$ cat config.mk
export PLATFORM = sky130hd
export DESIGN_NAME = text_window_char_writer
export DESIGN_NICKNAME = d
export VERILOG_FILES = /design/src/rtl/core/twcw_pkg.sv /design/src/rtl/core/twcw_front.sv /design/src/rtl/core/twcw_queue.sv /design/src/rtl/core/twcw_back.sv /design/src/rtl/core/text_window_char_writer.sv
export SDC_FILE = /design/constraint.sdc
export NUM_CORES = 1
export LEC_CHECK = 0
export BUFFER_PORTS_ARGS = -buffer_cell sky130_fd_sc_hd__clkbuf_2
export CORE_ASPECT_RATIO = 1.2
export CORE_MARGIN = 5
export CORE_UTILIZATION = 50
export CTS_BUF_LIST = sky130_fd_sc_hd__clkbuf_4
export CTS_CLUSTER_SIZE = 30
export DETAILED_ROUTE_END_ITERATION = 10
export GPL_ROUTABILITY_DRIVEN = 0
export PLACE_DENSITY_LB_ADDON = 0.15
export SLEW_MARGIN = 20
export SYNTH_ARGS = -nofsm -noshare
export SYNTH_HDL_FRONTEND = slang
export SYNTH_HIERARCHICAL = 1
export SYNTH_SLANG_ARGS = --single-unit
$ cat constraint.sdc
create_clock -name clk -period 18 [get_ports clk]
set_input_delay 3.6 -clock clk [delete_from_list [all_inputs] [get_ports clk]]
set_output_delay 3.6 -clock clk [all_outputs]
set_load 0.005 [all_outputs]
$ cat src/rtl/core/twcw_pkg.sv
// shared types, constants and register codes of the text window character writer
package twcw_pkg;

	localparam int SCREEN_COLS_DEF = 80;
	localparam int CELL_W          = 11;
	localparam int QUEUE_DEPTH     = 4;
	localparam int CFG_IDX_W       = 3;
	localparam int CFG_DATA_W      = 8;

	localparam logic [7:0] NL_CODE    = 8'd10;
	localparam logic [7:0] SPACE_CODE = 8'd32;

	typedef enum logic [CFG_IDX_W-1:0] {
		REG_WIN_ROW    = 3'd0,
		REG_WIN_COL    = 3'd1,
		REG_WIN_WIDTH  = 3'd2,
		REG_WIN_HEIGHT = 3'd3,
		REG_TEXT_ATTR  = 3'd4,
		REG_WRAP_MODE  = 3'd5,
		REG_PAD_MODE   = 3'd6
	} cfg_reg_t;

	typedef struct packed {
		logic       cmd;
		logic [7:0] char_code;
		logic       string_end;
		logic [4:0] new_cursor_row;
		logic [6:0] new_cursor_col;
	} in_item_t;

	typedef struct packed {
		logic [CELL_W-1:0] cell_index;
		logic [7:0]        out_char;
		logic [7:0]        out_attr;
		logic [6:0]        run_length;
		logic              last_result;
	} out_item_t;

	typedef struct packed {
		logic [4:0] win_row;
		logic [6:0] win_col;
		logic [6:0] win_width;
		logic [4:0] win_height;
		logic [7:0] text_attr;
		logic       wrap_mode;
		logic       pad_mode;
	} cfg_t;

	// one cell run, in window interior coordinates
	typedef struct packed {
		logic [4:0] row;
		logic [6:0] col;
		logic [7:0] chr;
		logic [6:0] len;
	} wr_t;

	typedef struct packed {
		logic two;
		wr_t  w0;
		wr_t  w1;
	} job_t;

endpackage

$ cat src/rtl/core/twcw_front.sv
// front end: accepts items, keeps the cursor and builds the cell runs of each item
module twcw_front (
	input  logic               clk,
	input  logic               arst_n,
	input  twcw_pkg::cfg_t     cfg,
	input  logic               item_valid,
	input  twcw_pkg::in_item_t item,
	output logic               item_stall,
	input  logic               full,
	output logic               push,
	output twcw_pkg::job_t     job
);
	import twcw_pkg::*;

	logic [4:0] cursor_row_q;
	logic [6:0] cursor_col_q;
	logic [4:0] row_d;
	logic [6:0] col_d;
	logic [6:0] w;
	logic [4:0] h;
	logic [4:0] row_next;
	logic [4:0] row_a;
	logic [6:0] col_a;
	logic [6:0] col_b;
	logic       accept;
	logic       in_rows;
	logic       is_nl;
	logic       wa_present;
	logic       wb_present;
	wr_t        wa;
	wr_t        wb;

	assign item_stall = full;
	assign accept     = item_valid & ~full;

	always_comb begin
		w        = (cfg.win_width >= 7'd2) ? cfg.win_width - 7'd2 : '0;
		h        = (cfg.win_height >= 5'd2) ? cfg.win_height - 5'd2 : '0;
		row_next = cursor_row_q + 5'd1;
		in_rows  = cursor_row_q < h;
		is_nl    = item.char_code == NL_CODE;

		// cursor after the character itself
		row_a = cursor_row_q;
		col_a = cursor_col_q;
		if (cursor_col_q >= w && cfg.wrap_mode) begin
			row_a = row_next;
			col_a = '0;
		end
		col_b = (col_a == '1) ? col_a : col_a + 7'd1;

		wa_present = 1'b0;
		wb_present = 1'b0;
		wa         = '0;
		wb         = '0;
		if (is_nl) begin
			wa_present = cfg.pad_mode & (cursor_col_q < w);
			wa         = '{row: cursor_row_q, col: cursor_col_q, chr: SPACE_CODE,
				len: w - cursor_col_q};
		end else begin
			if (cursor_col_q < w) begin
				wa_present = 1'b1;
				wa         = '{row: cursor_row_q, col: cursor_col_q, chr: item.char_code,
					len: 7'd1};
			end else begin
				wa_present = cfg.wrap_mode & (row_a < h) & (w != '0);
				wa         = '{row: row_a, col: 7'd0, chr: item.char_code, len: 7'd1};
			end
			wb_present = item.string_end & cfg.pad_mode & (row_a < h) & (col_b < w);
			wb         = '{row: row_a, col: col_b, chr: SPACE_CODE, len: w - col_b};
		end

		job.two = wa_present & wb_present;
		job.w0  = wa_present ? wa : wb;
		job.w1  = wb;
		push    = accept & ~item.cmd & in_rows & (wa_present | wb_present);

		row_d = cursor_row_q;
		col_d = cursor_col_q;
		if (item.cmd) begin
			row_d = item.new_cursor_row;
			col_d = item.new_cursor_col;
		end else if (in_rows) begin
			if (is_nl) begin
				row_d = row_next;
				col_d = '0;
			end else begin
				row_d = row_a;
				col_d = col_b;
			end
		end
	end

	always_ff @(posedge clk or negedge arst_n) begin
		if (!arst_n) begin
			cursor_row_q <= '0;
			cursor_col_q <= '0;
		end else if (accept) begin
			cursor_row_q <= row_d;
			cursor_col_q <= col_d;
		end
	end

endmodule

$ cat src/rtl/core/twcw_queue.sv
// short job queue between the front and back ends
module twcw_queue (
	input  logic           clk,
	input  logic           arst_n,
	input  logic           push,
	input  twcw_pkg::job_t push_job,
	output logic           full,
	input  logic           pop,
	output twcw_pkg::job_t head,
	output logic           empty
);
	import twcw_pkg::*;

	localparam int QPTR_W = $clog2(QUEUE_DEPTH);
	localparam int QCNT_W = $clog2(QUEUE_DEPTH + 1);

	job_t              mem_q [QUEUE_DEPTH];
	logic [QPTR_W-1:0] wr_ptr_q;
	logic [QPTR_W-1:0] rd_ptr_q;
	logic [QCNT_W-1:0] count_q;

	assign full  = count_q == QCNT_W'(QUEUE_DEPTH);
	assign empty = count_q == '0;
	assign head  = mem_q[rd_ptr_q];

	always_ff @(posedge clk) begin
		if (push) begin
			mem_q[wr_ptr_q] <= push_job;
		end
	end

	always_ff @(posedge clk or negedge arst_n) begin
		if (!arst_n) begin
			wr_ptr_q <= '0;
			rd_ptr_q <= '0;
			count_q  <= '0;
		end else begin
			if (push) begin
				wr_ptr_q <= wr_ptr_q + QPTR_W'(1);
			end
			if (pop) begin
				rd_ptr_q <= rd_ptr_q + QPTR_W'(1);
			end
			unique case ({push, pop})
				2'b10:   count_q <= count_q + QCNT_W'(1);
				2'b01:   count_q <= count_q - QCNT_W'(1);
				default: count_q <= count_q;
			endcase
		end
	end

	a_no_push_full: assert property (@(posedge clk) disable iff (!arst_n) push |-> !full)
		else $error("job pushed into a full queue");
	a_no_pop_empty: assert property (@(posedge clk) disable iff (!arst_n) pop |-> !empty)
		else $error("job popped from an empty queue");
	a_count_bound: assert property (@(posedge clk) disable iff (!arst_n)
		count_q <= QCNT_W'(QUEUE_DEPTH))
		else $error("queue count beyond depth");
	a_count_step: assert property (@(posedge clk) disable iff (!arst_n)
		(push && !pop) |=> count_q == $past(count_q) + QCNT_W'(1))
		else $error("queue count missed a push");

endmodule

$ cat src/rtl/core/twcw_back.sv
// back end: turns queued runs into frame buffer cell writes
module twcw_back #(
	parameter int SCREEN_COLS = twcw_pkg::SCREEN_COLS_DEF
) (
	input  logic                clk,
	input  logic                arst_n,
	input  twcw_pkg::cfg_t      cfg,
	input  twcw_pkg::job_t      head,
	input  logic                empty,
	output logic                pop,
	output logic                result_valid,
	input  logic                result_stall,
	output twcw_pkg::out_item_t result
);
	import twcw_pkg::*;

	localparam int ROW_SUM_W  = 7;
	localparam int COL_SUM_W  = 8;
	localparam int COLS_W     = $clog2(SCREEN_COLS + 1);
	localparam int PROD_W     = ROW_SUM_W + COLS_W;
	localparam int IDX_FULL_W = PROD_W + 1;

	logic                  sel_q;
	logic                  result_valid_q;
	out_item_t             result_q;
	logic                  load;
	logic                  final_sel;
	wr_t                   wr;
	logic [ROW_SUM_W-1:0]  row_sum;
	logic [COL_SUM_W-1:0]  col_sum;
	logic [PROD_W-1:0]     prod;
	logic [IDX_FULL_W-1:0] idx_full;

	assign load         = ~result_valid_q | ~result_stall;
	assign final_sel    = sel_q | ~head.two;
	assign pop          = load & ~empty & final_sel;
	assign result_valid = result_valid_q;
	assign result       = result_q;

	always_comb begin
		wr       = sel_q ? head.w1 : head.w0;
		row_sum  = ROW_SUM_W'(cfg.win_row) + ROW_SUM_W'(wr.row) + ROW_SUM_W'(1);
		col_sum  = COL_SUM_W'(cfg.win_col) + COL_SUM_W'(wr.col) + COL_SUM_W'(1);
		prod     = PROD_W'(row_sum) * PROD_W'(SCREEN_COLS);
		idx_full = IDX_FULL_W'(prod) + IDX_FULL_W'(col_sum);
	end

	always_ff @(posedge clk) begin
		if (load && !empty) begin
			result_q.cell_index  <= idx_full[CELL_W-1:0];
			result_q.out_char    <= wr.chr;
			result_q.out_attr    <= cfg.text_attr;
			result_q.run_length  <= wr.len;
			result_q.last_result <= final_sel;
		end
	end

	always_ff @(posedge clk or negedge arst_n) begin
		if (!arst_n) begin
			result_valid_q <= 1'b0;
			sel_q          <= 1'b0;
		end else if (load) begin
			result_valid_q <= ~empty;
			sel_q          <= ~empty & ~final_sel;
		end
	end

	a_sel_has_job: assert property (@(posedge clk) disable iff (!arst_n) sel_q |-> !empty)
		else $error("second run selected with no job queued");
	a_second_is_last: assert property (@(posedge clk) disable iff (!arst_n)
		(load && !empty && sel_q) |=> result_valid_q && result_q.last_result)
		else $error("second run of a job not marked last");
	a_first_of_two: assert property (@(posedge clk) disable iff (!arst_n)
		(load && !empty && !final_sel) |=> sel_q && !result_q.last_result)
		else $error("first run of a two-run job marked last");

endmodule

$ cat src/rtl/core/text_window_char_writer.sv
// top level of the text window character writer
//
// Turns a stream of string characters for a framed text window into cell
// writes for a text frame buffer. The item channel (item_valid, item_stall,
// item) carries print and set-cursor commands; a transaction completes when
// valid is high and stall is low. The result channel (result_valid,
// result_stall, result) gives one cell run per transaction: start cell,
// character, attribute, run length and a last flag on the final run of an item.
// An item gives zero, one or two runs.
// The config channel (cfg_valid, cfg_ready, cfg_index, cfg_data) writes the
// window registers; cfg_ready is always high. The user must use it while idle only; the block does not check.
// An item is taken every cycle while the four-entry job queue has room; its
// runs pass through the queue and the output register, one run per cycle
// unless the receiver stalls; a two-run item leaves the queue after its second.
// When the receiver stalls, the output register holds its run and the queue
// fills; item_stall rises once the queue is full.
// Reset clears the cursor, the queue and the output valid, and loads the
// register defaults: full screen window, attribute 7, clip mode, no padding.
module text_window_char_writer #(
	parameter int SCREEN_COLS = twcw_pkg::SCREEN_COLS_DEF
) (
	input  logic                               clk,
	input  logic                               arst_n,
	input  logic                               item_valid,
	output logic                               item_stall,
	input  twcw_pkg::in_item_t                 item,
	output logic                               result_valid,
	input  logic                               result_stall,
	output twcw_pkg::out_item_t                result,
	input  logic                               cfg_valid,
	output logic                               cfg_ready,
	input  logic [twcw_pkg::CFG_IDX_W-1:0]     cfg_index,
	input  logic [twcw_pkg::CFG_DATA_W-1:0]    cfg_data
);
	import twcw_pkg::*;

	cfg_t cfg_q;
	logic push;
	job_t push_job;
	logic full;
	logic pop;
	job_t head;
	logic empty;

	assign cfg_ready = 1'b1;

	always_ff @(posedge clk or negedge arst_n) begin
		if (!arst_n) begin
			cfg_q.win_row    <= 5'd0;
			cfg_q.win_col    <= 7'd0;
			cfg_q.win_width  <= 7'd80;
			cfg_q.win_height <= 5'd25;
			cfg_q.text_attr  <= 8'd7;
			cfg_q.wrap_mode  <= 1'b0;
			cfg_q.pad_mode   <= 1'b0;
		end else if (cfg_valid && cfg_ready) begin
			unique case (cfg_reg_t'(cfg_index))
				REG_WIN_ROW:    cfg_q.win_row    <= cfg_data[4:0];
				REG_WIN_COL:    cfg_q.win_col    <= cfg_data[6:0];
				REG_WIN_WIDTH:  cfg_q.win_width  <= cfg_data[6:0];
				REG_WIN_HEIGHT: cfg_q.win_height <= cfg_data[4:0];
				REG_TEXT_ATTR:  cfg_q.text_attr  <= cfg_data;
				REG_WRAP_MODE:  cfg_q.wrap_mode  <= cfg_data[0];
				REG_PAD_MODE:   cfg_q.pad_mode   <= cfg_data[0];
				default:        cfg_q            <= cfg_q;
			endcase
		end
	end

	twcw_front u_front (
		.clk        (clk),
		.arst_n     (arst_n),
		.cfg        (cfg_q),
		.item_valid (item_valid),
		.item       (item),
		.item_stall (item_stall),
		.full       (full),
		.push       (push),
		.job        (push_job)
	);

	twcw_queue u_queue (
		.clk      (clk),
		.arst_n   (arst_n),
		.push     (push),
		.push_job (push_job),
		.full     (full),
		.pop      (pop),
		.head     (head),
		.empty    (empty)
	);

	twcw_back #(
		.SCREEN_COLS (SCREEN_COLS)
	) u_back (
		.clk          (clk),
		.arst_n       (arst_n),
		.cfg          (cfg_q),
		.head         (head),
		.empty        (empty),
		.pop          (pop),
		.result_valid (result_valid),
		.result_stall (result_stall),
		.result       (result)
	);

endmodule
==> results.ini <==
[cells_and_area]
final_common_cell=edfxtp_1
seq_area_mm2=0.009051
drive_gt1_frac=0.3040
fin_nets=1146
area_growth_pct=12.18
multi_input_area_mm2=0.005012
fillerInstances=2373
final_cell_mix=edfxtp_1 (255), clkbuf_4 (115), clkbuf_2 (74), mux4_2 (55), ha_1 (54)

[synth]
yosys.area_share.xor_xnor=0.02188
synthAdderAreaFrac=0.05939
synth-compound-area-share=0.06043
synth_top_family_by_area=multiplexers
synth_top_cell_by_area=edfxtp_1
syn_area_mm2=0.01441
netlist.area_leader.share=0.5314
synth_cell_type_count=74
ys_async_sr_fraction=0.1774
synth_cells=913
synth_seq_area_share=0.6276
muxShareOfSynthArea=0.1387
synth_top_cells_by_area=edfxtp_1 (53%), mux4_2 (8.6%), dfrtp_1 (8.2%)
synth_top_flop_cell=edfxtp_1
synth_area_per_cell_um2=15.78
synth_edf_count=255
synth-seq-cells=310
ys_warn_count=6
synthSimpleGateAreaFrac=0.06382

[critical_path]
cp_num_buf_inv=2
worstSetupPathType=flop to flop
path_delay_family=simple AND/OR/NAND/NOR gates
startpoint_type=flop
crit_required_ps=18300
cp_slowest_cell=buf_4
crit_top_cell=ha_1
cpPeakStageDelay_ps=670
worstSetupEndpointType=flop
path_max_fanout=55
worstPathArrival_ps=8280

[timing]
finalSetupViolCount=0
tightestPinTransition_ps=900.4
timing.slew.headroom=0.3991
finalHoldViolations=0
min_period_ps=7986
rsz0062_at_grt=no
clock_skew_ps=32.61
final.period_utilization=0.4437
fmax_mhz=125.2
finalSetupTns_ps=0
finalMaxSlewViolations=0

[floorplan]
die_h_um=196.0
die_w_um=165.0
io_pins=76
start_util=0.5041
rows=68
die-area_mm2=0.03233
coreArea_mm2=0.02859

[clocking]
cts.repair.resized=0
root_buffer=clkbuf_4
clkLatencyLatePin_ps=700
cts_tree=yes
htree_levels=3
holdBufCountCts=0
clock_sinks=310
postCtsSetupBuffers=0
numCtsBuffers=78
cts.clk_slew.worst_paths_ps=80
clockBufferDepth=3

[grt]
grt.total_usage=0.1952
overflow=0
grt_pass1_vias=8456
grt_start_max_net_pins=56
antenna_found_initial=1
grt_pass1_wl_um=47890

[route]
top_layer=met4
drc=0
wl_per_cell_um=20.26
first_pass_iters=6
wl_met2_um=14970
routed_via_density=5.478
wl_um=30150
drt_iter0_markers=494
met3RoutedLength_um=1831
drt.antenna.violating_nets=0
vias=8152
met1_length_um=12750

[placed_design]
hpwlAfterDp_um=19380
port_buffers=74

[worst_hold_path]
min_path_type=flop to flop

[job]
maxCapViolations=0

[status]
outcome=finished, final reports clean

worst register-to-register path, cell delays in order, from the launching register on:
cell	delay, ps
dfrtp_1	460
inv_1	90
ha_1	220
nor3b_1	460
and3_1	380
nor2_1	110
ha_1	370
and4_1	250
a21boi_0	260
o21ai_0	220
nand2_1	310
and2_1	180
ha_1	180
nand3_1	120
nor3_1	460
nand2_1	270
nor2_1	190
mux2i_1	570
ha_1	220
nor2b_1	160
o21a_1	120
o21ai_0	120
a21oi_1	210
o311a_1	160
o21ai_0	100
a21oi_1	450
and2_2	240
buf_4	670
flip-flops by register name, summed over array words and instances, names as in the netlist:
| register | flops |
|---|---|
| u_queue/rd_ptr_q | 2 |
| u_back/result_valid | 1 |
| u_queue/mem_q | 220 |
| cfg_q | 34 |
| u_front/cursor_row_q | 5 |
| u_front/cursor_col_q | 7 |
| u_back/sel_q | 1 |
| u_back/result | 35 |
| u_queue/count_q | 3 |
| u_queue/wr_ptr_q | 2 |
synth_stat cells (9+ instances only):
| cell | instances |
|---|---|
| edfxtp_1 | 255 |
| and2_1 | 13 |
| dfrtp_1 | 47 |
| a21o_1 | 17 |
| nor2_1 | 35 |
| nand3_1 | 12 |
| mux4_2 | 55 |
| xor2_1 | 13 |
| a21oi_1 | 38 |
| fa_1 | 9 |
| mux2_1 | 17 |
| nand2_1 | 37 |
| buf_4 | 12 |
| ha_1 | 54 |
| o21ai_0 | 34 |
| clkbuf_1 | 14 |
| xnor2_1 | 23 |
| mux2_2 | 34 |
| inv_1 | 37 |
| nor3_1 | 13 |
metal layers:
layer | vias up | track usage
met4 | 0 | 0.06256
met3 | 43 | 0.04623
li1 | 3827 | -
met2 | 241 | 0.3135
met1 | 4041 | 0.2653
met5 | - | 0
through the flow:
| stage | hold slack (ps) | std cells | cell area [um^2] | worst slack, ps | util |
|---|---|---|---|---|---|
| floorplan | 417.8 | 919 | 14430 | 10800 | - |
| global placement | 423.5 | 1350 | 15150 | 10440 | 0.5300 |
| finish | 451.9 | 1488 | 16170 | 10010 | 0.5655 |
| CTS | 450.5 | 1487 | 16160 | 10180 | 0.5654 |
| detailed placement | 432.8 | 1350 | 15150 | 10240 | 0.5300 |
| global route | 466.0 | 1488 | 16170 | 9437 | 0.5655 |
area by class of cell:
type                    instances  share of cell area
diodes                          1           0.0001548
well taps                     385             0.02980
inverters                      37            0.008591
repair buffers                 87             0.02895
clock inverters                22            0.009133
multi-input cells             531              0.3101
clock buffers                 115             0.05341
flip-flops and latches        310              0.5599
path summary, 6_finish.rpt:
kind | from | end | slack (ps) | cells after the start
max reg2reg | cfg_q[16] | u_queue/mem_q[2][37] | 10010 | 27
min in group asynchronous | arst_n | cfg_q[16] | 3060 | 2
min reg2reg | cfg_q[6] | u_back/result[12] | 450 | 0
max in group asynchronous | arst_n | u_queue/rd_ptr_q[1] | 14350 | 2
min | cfg_q[6] | u_back/result[12] | 450 | 0
max | cfg_q[16] | u_queue/mem_q[2][37] | 10010 | 27
cells by family (layout without fill, tap and decap cells):
family | after synthesis | after routing
flops | 310 | 310
xor+xnor | 36 | 36
other cells | 2 | 9
compound gates | 137 | 137
simple gates | 166 | 166
fa+ha+maj | 63 | 63
mux | 121 | 121
buf+inv | 78 | 261
Power is not shown: default switching activity piles up to over one toggle a cycle in this logic, so the estimate is an artifact.
